==> config.mk <==
export PLATFORM = sky130hd
export DESIGN_NAME = seag_cfg_regs
export DESIGN_NICKNAME = d
export VERILOG_FILES = /design/src/hdl/scatter_elements_address_gen_defines.svh /design/src/hdl/seag_pkg.sv /design/src/hdl/seag_cfg_regs.sv
export SDC_FILE = /design/constraint.sdc
export NUM_CORES = 1
export LEC_CHECK = 0
export BUFFER_PORTS_ARGS = -buffer_cell sky130_fd_sc_hd__buf_2
export CAP_MARGIN = 20
export CELL_PAD_IN_SITES_DETAIL_PLACEMENT = 0
export CELL_PAD_IN_SITES_GLOBAL_PLACEMENT = 1
export CORE_MARGIN = 10
export CORE_UTILIZATION = 37
export CTS_CLUSTER_DIAMETER = 80
export DETAILED_ROUTE_END_ITERATION = 10
export PLACE_DENSITY = 0.68
export SYNTH_ARGS = -nofsm -noshare
export SYNTH_HDL_FRONTEND = slang
export SYNTH_SLANG_ARGS = --single-unit
==> constraint.sdc <==
create_clock -name clock -period 7.9 [get_ports clock]
set_input_delay 0.79 -clock clock [delete_from_list [all_inputs] [get_ports clock]]
set_output_delay 0.79 -clock clock [all_outputs]
set_load 0.02 [all_outputs]
==> src/hdl/scatter_elements_address_gen_defines.svh <==
// ----------------------------------------------------------------------------
// Assertion macros for the scatter-elements address generator
// Short wrappers for clocked implication checks with synchronous reset gating.
// ----------------------------------------------------------------------------
`ifndef SCATTER_ELEMENTS_ADDRESS_GEN_DEFINES_SVH
`define SCATTER_ELEMENTS_ADDRESS_GEN_DEFINES_SVH

// Same-cycle implication, checked outside reset
`define SEAG_ASSERT_IMP(lbl, pre, post, msg) \
   lbl: assert property (@(posedge clock) disable iff (reset) (pre) |-> (post)) \
      else $error(msg);

// Next-cycle implication, checked outside reset
`define SEAG_ASSERT_NXT(lbl, pre, post, msg) \
   lbl: assert property (@(posedge clock) disable iff (reset) (pre) |=> (post)) \
      else $error(msg);

`endif

==> src/hdl/seag_pkg.sv <==
// ----------------------------------------------------------------------------
// seag_pkg
// Shared types, register codes and helpers for the scatter address generator.
// ----------------------------------------------------------------------------
package seag_pkg;

   // Fixed field widths
   localparam int CFG_W      = 64;
   localparam int IDX_W      = 17;
   localparam int WORD_W     = 32;
   localparam int ADDR_OUT_W = 32;
   localparam int CSR_IDX_W  = 2;
   localparam int RANK_CFG_W = 3;
   localparam int AXIS_W     = 3;
   localparam int RANK_W     = 4;
   localparam int MAX_DIM_W  = 16;

   // Register indexes
   localparam logic [CSR_IDX_W-1:0] CSR_RANK        = 2'd0;
   localparam logic [CSR_IDX_W-1:0] CSR_AXIS        = 2'd1;
   localparam logic [CSR_IDX_W-1:0] CSR_DATA_DIMS   = 2'd2;
   localparam logic [CSR_IDX_W-1:0] CSR_UPDATE_DIMS = 2'd3;

   // Register reset values
   localparam logic [RANK_CFG_W-1:0] RANK_RESET = 3'd1;
   localparam logic [AXIS_W-1:0]     AXIS_RESET = 3'd0;
   localparam logic [CFG_W-1:0]      DIMS_RESET = 64'h0001_0001_0001_0001;

   // Stride builder states
   typedef enum logic [1:0] {
      ST_LOAD,
      ST_STEP,
      ST_IDLE
   } stride_state_type;

   // Effective geometry handed from the register block to the datapath
   typedef struct packed {
      logic                busy;
      logic [RANK_W-1:0]   rank;
      logic [AXIS_W-1:0]   axis;
   } geom_type;

   // Extract one packed dimension size; fields beyond bit 63 read as zero
   function automatic logic [MAX_DIM_W-1:0] dim_at(input logic [CFG_W-1:0] packed_dims,
                                                  input int unsigned shift);
      logic [CFG_W-1:0] shifted;
      shifted = '0;
      if (shift < CFG_W) begin
         shifted = packed_dims >> shift;
      end
      return shifted[MAX_DIM_W-1:0];
   endfunction

endpackage

==> src/hdl/seag_cfg_regs.sv <==
// ----------------------------------------------------------------------------
// seag_cfg_regs
// Configuration registers, effective rank and axis, and a stride builder that
// produces one row-major stride per cycle after reset and after each write.
// ----------------------------------------------------------------------------
module seag_cfg_regs
   import seag_pkg::*;
#(
   parameter int MAX_RANK  = 4,
   parameter int DIM_BITS  = 16,
   parameter int ADDR_BITS = 32
) (
   input  logic                 clock,
   input  logic                 reset,
   input  logic                 csr_write_enable,
   input  logic [CSR_IDX_W-1:0] csr_index,
   input  logic [CFG_W-1:0]     csr_wdata,
   output geom_type             geom,
   output logic [CFG_W-1:0]     data_dims,
   output logic [CFG_W-1:0]     update_dims,
   output logic [ADDR_BITS-1:0] stride [MAX_RANK]
);

   localparam int KW = (MAX_RANK > 1) ? $clog2(MAX_RANK) : 1;

   logic [RANK_CFG_W-1:0] rank_ff;
   logic [AXIS_W-1:0]     axis_ff;
   logic [CFG_W-1:0]      data_dims_ff;
   logic [CFG_W-1:0]      update_dims_ff;

   logic [RANK_W-1:0]     rank_eff;
   logic [RANK_W-1:0]     rank_m1;
   logic signed [5:0]     axis_s;
   logic signed [5:0]     rank_s;

   logic [MAX_DIM_W-1:0]  dfield [MAX_RANK];
   logic [DIM_BITS-1:0]   dsize  [MAX_RANK];

   stride_state_type      state_ff;
   stride_state_type      state_in;
   logic                  do_load;
   logic                  do_step;

   logic [KW-1:0]         k_ff;
   logic [KW-1:0]         k_in;
   logic [ADDR_BITS-1:0]  prod_ff;
   logic [ADDR_BITS-1:0]  prod_in;
   logic [DIM_BITS+ADDR_BITS-1:0] prod_full;
   logic [ADDR_BITS-1:0]  stride_ff [MAX_RANK];
   logic [ADDR_BITS-1:0]  stride_in [MAX_RANK];

   // Capture register writes
   always_ff @(posedge clock) begin
      if (reset) begin
         rank_ff        <= RANK_RESET;
         axis_ff        <= AXIS_RESET;
         data_dims_ff   <= DIMS_RESET;
         update_dims_ff <= DIMS_RESET;
      end else if (csr_write_enable) begin
         unique case (csr_index)
            CSR_RANK:        rank_ff        <= csr_wdata[RANK_CFG_W-1:0];
            CSR_AXIS:        axis_ff        <= csr_wdata[AXIS_W-1:0];
            CSR_DATA_DIMS:   data_dims_ff   <= csr_wdata;
            CSR_UPDATE_DIMS: update_dims_ff <= csr_wdata;
            default: ;
         endcase
      end
   end

   // Clamp rank to 1..MAX_RANK, wrap and clamp the axis
   always_comb begin
      if (rank_ff == '0) begin
         rank_eff = RANK_W'(1);
      end else if ({1'b0, rank_ff} > RANK_W'(MAX_RANK)) begin
         rank_eff = RANK_W'(MAX_RANK);
      end else begin
         rank_eff = {1'b0, rank_ff};
      end
      rank_m1 = rank_eff - RANK_W'(1);
      rank_s  = $signed({2'b00, rank_eff});
      axis_s  = $signed({{3{axis_ff[AXIS_W-1]}}, axis_ff});
      if (axis_s < 6'sd0) begin
         axis_s = axis_s + rank_s;
      end
      if (axis_s < 6'sd0) begin
         axis_s = 6'sd0;
      end
      if (axis_s >= rank_s) begin
         axis_s = rank_s - 6'sd1;
      end
   end

   // Unpack data shape sizes
   for (genvar g = 0; g < MAX_RANK; g++) begin : g_dsize
      assign dfield[g] = dim_at(data_dims_ff, (MAX_RANK - 1 - g) * DIM_BITS);
      assign dsize[g]  = dfield[g][DIM_BITS-1:0];
   end

   // Next state: reload on every write, then one step for each stride outside the innermost
   always_comb begin
      state_in = state_ff;
      unique case (state_ff)
         ST_LOAD: state_in = (rank_eff == RANK_W'(1)) ? ST_IDLE : ST_STEP;
         ST_STEP: state_in = (k_ff == KW'(1)) ? ST_IDLE : ST_STEP;
         ST_IDLE: state_in = ST_IDLE;
         default: state_in = ST_LOAD;
      endcase
      if (csr_write_enable) begin
         state_in = ST_LOAD;
      end
   end

   // Builder controls
   always_comb begin
      do_load = 1'b0;
      do_step = 1'b0;
      unique case (state_ff)
         ST_LOAD: do_load = 1'b1;
         ST_STEP: do_step = 1'b1;
         ST_IDLE: ;
         default: ;
      endcase
   end

   // One multiply per step: stride[k-1] = size[k] * stride[k]
   assign prod_full = {{ADDR_BITS{1'b0}}, dsize[k_ff]} * {{DIM_BITS{1'b0}}, prod_ff};
   assign prod_in   = prod_full[ADDR_BITS-1:0];

   always_comb begin
      stride_in = stride_ff;
      k_in      = k_ff;
      if (do_load) begin
         for (int i = 0; i < MAX_RANK; i++) begin
            stride_in[i] = (RANK_W'(i) == rank_m1) ? ADDR_BITS'(1) : '0;
         end
         k_in = rank_m1[KW-1:0];
      end else if (do_step) begin
         stride_in[k_ff - KW'(1)] = prod_in;
         k_in = k_ff - KW'(1);
      end
   end

   always_ff @(posedge clock) begin
      if (reset) begin
         state_ff <= ST_LOAD;
      end else begin
         state_ff <= state_in;
      end
   end

   // Stride datapath, rebuilt by the load and step states
   always_ff @(posedge clock) begin
      stride_ff <= stride_in;
      k_ff      <= k_in;
      if (do_load) begin
         prod_ff <= ADDR_BITS'(1);
      end else if (do_step) begin
         prod_ff <= prod_in;
      end
   end

   assign geom.busy   = (state_ff != ST_IDLE);
   assign geom.rank   = rank_eff;
   assign geom.axis   = axis_s[AXIS_W-1:0];
   assign data_dims   = data_dims_ff;
   assign update_dims = update_dims_ff;
   assign stride      = stride_ff;

endmodule

-- Yosys cells after proc, flatten, opt, wreduce, memory -nomap -nowiden
Index checks and enable logic that the tools add are counted.
- bits in registers: 298
- input port bits: 69
- output and inout port bits: 264
- logic and storage cells: 71
- add/sub/neg operators: 4
- multiply operators: 1
- magnitude comparators: 7
- equal/unequal tests: 11
- multiplexer cells: 24
- bitwise logic cells: 2
- reduce and logical (&&, ||, !) cells: 11
- operators by type and width (kind ; number):
    $mux W128 ; 2
    $bwmux W128 ; 1
    $demux W32 S2 ; 1
    $bmux W16 S2 ; 1
    $mul A16 B32 Y32 ; 1
    $mux W16 ; 2
    $mux W32 ; 1
    $mux W6 ; 2
    $mux W3 ; 3
    $eq A2 B4 Y1 const A ; 2
    $mux W2 ; 4
    $reduce_and A2 Y1 ; 4
    $eq A2 B1 Y1 const B ; 3
    $eq A2 B2 Y1 const B ; 3
    $ge A3 B3 Y1 const B ; 2
    $ge A6 B4 Y1 ; 1
    $lt A3 B1 Y1 const B ; 2
    $lt A6 B1 Y1 const B ; 1
    $mux W1 ; 6
    $not A2 Y3 ; 2
    $pmux W2 S3 ; 1
    $add A3 B4 Y5 ; 1
    $eq A1 B4 Y1 const A ; 1
    $eq A4 B1 Y1 const B ; 1
    11 further kinds ; 12

-- Longest topological paths before layout
- depth after elaboration: 9
- depth in mapped cells: 28
- mapped depth without buffers: 24

-- Worst setup path before layout
Ideal clock, no wire load.
- kind: register to register
- start point: register k_ff[0]
- end point: register stride_ff (netlist bit stride[120]) (data pin)
- library setup time: 0.271 ns
- data arrival time: 6.707 ns
- data required time: 7.629 ns
- slack: 0.921 ns
- stages on the path, launching flop included: 26
- period minus slack after synthesis: 6.979 ns
- cell sequence: edfxtp_1 buf_6 buf_8 mux4_2 clkbuf_1 clkbuf_1 nand2_1 fa_1 fa_1 fa_1 inv_1 fa_1 fa_1 inv_1 fa_1 inv_1 ha_1 a21o_1 a21o_1 a2111o_1 o21ai_1 o311ai_1 o21ai_1 nand2b_1 xnor2_1 o22ai_1
- cells in the longest elaborated chain, start to end: 9
- elaborated cells on any way between the ends: 15
- RTL lines (element ; line ; source):
    start: declaration ; seag_cfg_regs.sv:44 ; logic [KW-1:0] k_ff;
    start signal: assignment ; seag_cfg_regs.sv:154 ; k_ff <= k_in;
    branches (longest 6 deep; another with $mul A16 B32 Y32) ; - ;
    $bwmux W128 (*) ; seag_cfg_regs.sv:138 ; stride_in[k_ff - KW'(1)] = prod_in;
    $mux W128 (*) ; seag_cfg_regs.sv:137 ; end else if (do_step) begin
    $mux W128 (*) ; seag_cfg_regs.sv:132 ; if (do_load) begin
    end signal: assignment ; seag_cfg_regs.sv:153 ; stride_ff <= stride_in;
    end: declaration ; seag_cfg_regs.sv:49 ; logic [ADDR_BITS-1:0] stride_ff [MAX_RANK];
Mark *: on every way between the ends. The select of a mux whose other input is x is not followed.
A chain may end at the register's enable or synchronous reset.

-- Final worst setup path
- start point: register k_ff[0]
- end point: register stride_ff (netlist bit stride[89]) (data pin)
The elaborated chain is that of the path after synthesis.

==> qor.txt <==
fin util: 43.6%
Die Width: 273 um
Ports: 333
critical path launch point type: flip-flop
DRT Pass-1 Iters: 5
Critical Path End Type: flip-flop
area grow syn2layout: 16.4%
Hold Violations, Final: 0
Fillers: 6366
run status: finished, final reports clean
Vias: 18600
area of the multi-input gates: 14600 um^2
peak supply drop: 161 uV
Max Freq: 0.133 GHz
post-route cell area: 27600 um^2
GR Overflow Total: 0
worst-margin pin slew: 1.12 ns
Buf/Inv on CP: 6
relative slew slack: 25.4%
Critical Path AT: 7.90 ns
Yosys reg bits: 298
dpl cell area: 26400 um^2
Yosys cell types: 60
post-route minimum period: 7.51 ns
Clock Tree Buf Depth: 3
Worst path most repeated cell: fa_1
Initial DRC Count: 1388
Rows: 92
Avg Inst Size Synth: 9.36 um^2
final setup fails: 0
register area: 7270 um^2
DR DRC count: 0
Hold Crit Class: flip-flop to flip-flop
number of global-route vias before repair: 19800
fraction of registers with async set/reset: 0%
crit path max fanout: 16
Clock Latency Late Sink: 0.56 ns
Final Power: 4.10 mW
All-Layer GR Usage: 20.9%
Post-Route WL: 78.0 mm
Hold Slack: 0.437 ns
clock sinks: 298
Synthesized Nets: 2991
commonest non-fill, non-tap cell in the layout: nand2_1
Initial Utilization: 37.5%
Pwr Density: 148 nW/um^2
Warnings, synthesis: 0
vias per std cell: 5.03
Max stage delay on crit path: 0.62 ns
clock transition at the registers of the reported paths: 0.06 ns
Final nets: 3277
register area share after synthesis: 30.6%
max-slew violation count: 0
Leak: 12.3 nW
pin count of the biggest net entering global routing: 106
H-tree depth: 2
max-cap violation count: 0
global-route wire length before repair: 121 mm
most frequent cells in the layout: nand2_1 (559), inv_1 (349), buf_2 (330), fa_1 (305), dfxtp_1 (167)
core area: 63300 um^2
worst path cell trace: buf_12 -> mux4_2 -> buf_4 -> and2_1 -> fa_1 -> inv_1 -> fa_1 -> fa_1 -> inv_1 -> fa_1 -> fa_1 -> inv_1 -> fa_1 -> inv_1 -> ha_1 -> a21oi_1 -> o21ai_1 -> a211oi_1 -> o31a_1 -> o31ai_1 -> xor2_2 -> mux2i_1 -> nor2_1
required time of the critical path: 8.29 ns
layout cells sized above 1: 17.2%
CTS Root Cell: clkbuf_16
antenna violations before repair: 3
Top delay family on crit path: adder cells
RSZ-0062 raised after global routing: no
CP Class: flip-flop to flip-flop
Fin Setup TNS: 0 ns
clock skew: 0.0287 ns
CP max-delay cell: mux4_2
CTS Buf Count: 35
die height: 273 um
Syn Std Cell Area: 23700 um^2
Post-CTS Setup Bufs: 0
top_reg_cell synth: dfxtp_1
EDFF count, synth: 130
CTS tree: yes
Final Cycle Share: 95.1%
DP HPWL: 61.5 mm
Post-CTS Hold Buffers: 0
Routed Antenna Nets: 0
Routability Congestion: 0.865
die area: 74700 um^2
port bufs: 331
Post-Synthesis Cells: 2537
DR WL/cell: 21.1 um
-- power by group --
part	internal, mW	switching (mW)	leakage [nW]
sequential	1.70	0.0591	2.82
clock	0.954	0.689	0.543
combinational	0.217	0.473	8.95
-- kinds of logic after synthesis --
family | Yosys count | share of synthesized area (%)
mux | 124 | 6.08
other cells | 1 | 0.0158
flops | 298 | 30.6
compound gates | 275 | 6.88
simple gates | 905 | 16.4
xor+xnor | 51 | 2.07
fa+ha+maj | 385 | 29.9
buf+inv | 498 | 7.99
-- per-stage QoR --
stage | cells | setup slack [ns]
after CTS | 3692 | 0.241
final | 3695 | 0.390
after global routing | 3695 | 0.00528
after floorplan | 2537 | 0.921
after detailed placement | 3631 | 0.294
after global placement | 3631 | 0.382
-- flip-flops by register name (all words and copies together) (netlist names) --
name and cells:
state_ff 2, data_dims 64, prod_ff 32, rank_ff 3, update_dims 64, stride 128
k_ff 2, axis_ff 3
-- cell usage after synthesis (5+ instances only) --
cell / n / area share [%]
nor3_1: 7 / 0.15
ha_1: 80 / 4.2
o21ai_1: 23 / 0.48
xor2_1: 14 / 0.52
buf_1: 7 / 0.11
and2_1: 144 / 3.8
nand3_1: 15 / 0.32
dfxtp_1: 168 / 14
fa_1: 305 / 26
nand2_1: 559 / 8.8
mux2i_1: 107 / 4.5
a211oi_1: 17 / 0.54
nand3b_1: 10 / 0.32
o21a_1: 6 / 0.19
xnor2_1: 32 / 1.2
o22ai_1: 9 / 0.24
inv_1: 350 / 5.5
o21ai_0: 11 / 0.23
clkbuf_1: 135 / 2.1
nand2b_1: 6 / 0.16
a21oi_1: 153 / 3.2
a21o_1: 10 / 0.32
a22o_1: 18 / 0.66
o211ai_1: 5 / 0.16
mux4_2: 16 / 1.5
edfxtp_1: 130 / 16
nor2_1: 146 / 2.3
-- cell type report --
cell class                      instances  share of cell area (%)
Multi-Input combinational cell       1741                    53.0
Sequential cell                       298                    26.3
Timing Repair Buffer                  397                    7.94
Inverter                              350                    4.77
Tap cell                              846                    3.83
Clock buffer                           43                    3.43
Clock inverter                         18                   0.671
Antenna cell                            2                  0.0181
-- worst register-to-register path: cells and delay by family (launching register included) --
kind	cells	cell delay, ns
simple gates	2	0.30
mux	2	0.82
xor+xnor	1	0.44
compound gates	5	1.31
buf+inv	6	0.62
fa+ha+maj	7	3.38
flops	1	0.48
-- metal layers --
layer / share of wire (%) / track usage (%) / vias to the layer above
met2: 48 / 34.2 / 575
met5: 0.017 / 0 / -
met3: 7.3 / 5.27 / 115
met4: 2.6 / 5.76 / 2
li1: - / - / 8519
met1: 43 / 27.1 / 9392
-- worst paths after layout --
kind	startpoint	end	slack (ns)	depth (start not counted)
max	k_ff[0]	stride[89]	0.39	23
min	prod_ff[31]	prod_ff[31]	0.44	2
max reg2reg	k_ff[0]	stride[89]	0.39	23
min reg2reg	prod_ff[31]	prod_ff[31]	0.44	2
-- what timing repair did --
item	CTS	global route
resized for setup	0	7
endpoints found under the hold margin	0	0
setup endpoints to repair	0	21
Note: power is estimated with default switching activity, not from simulation.
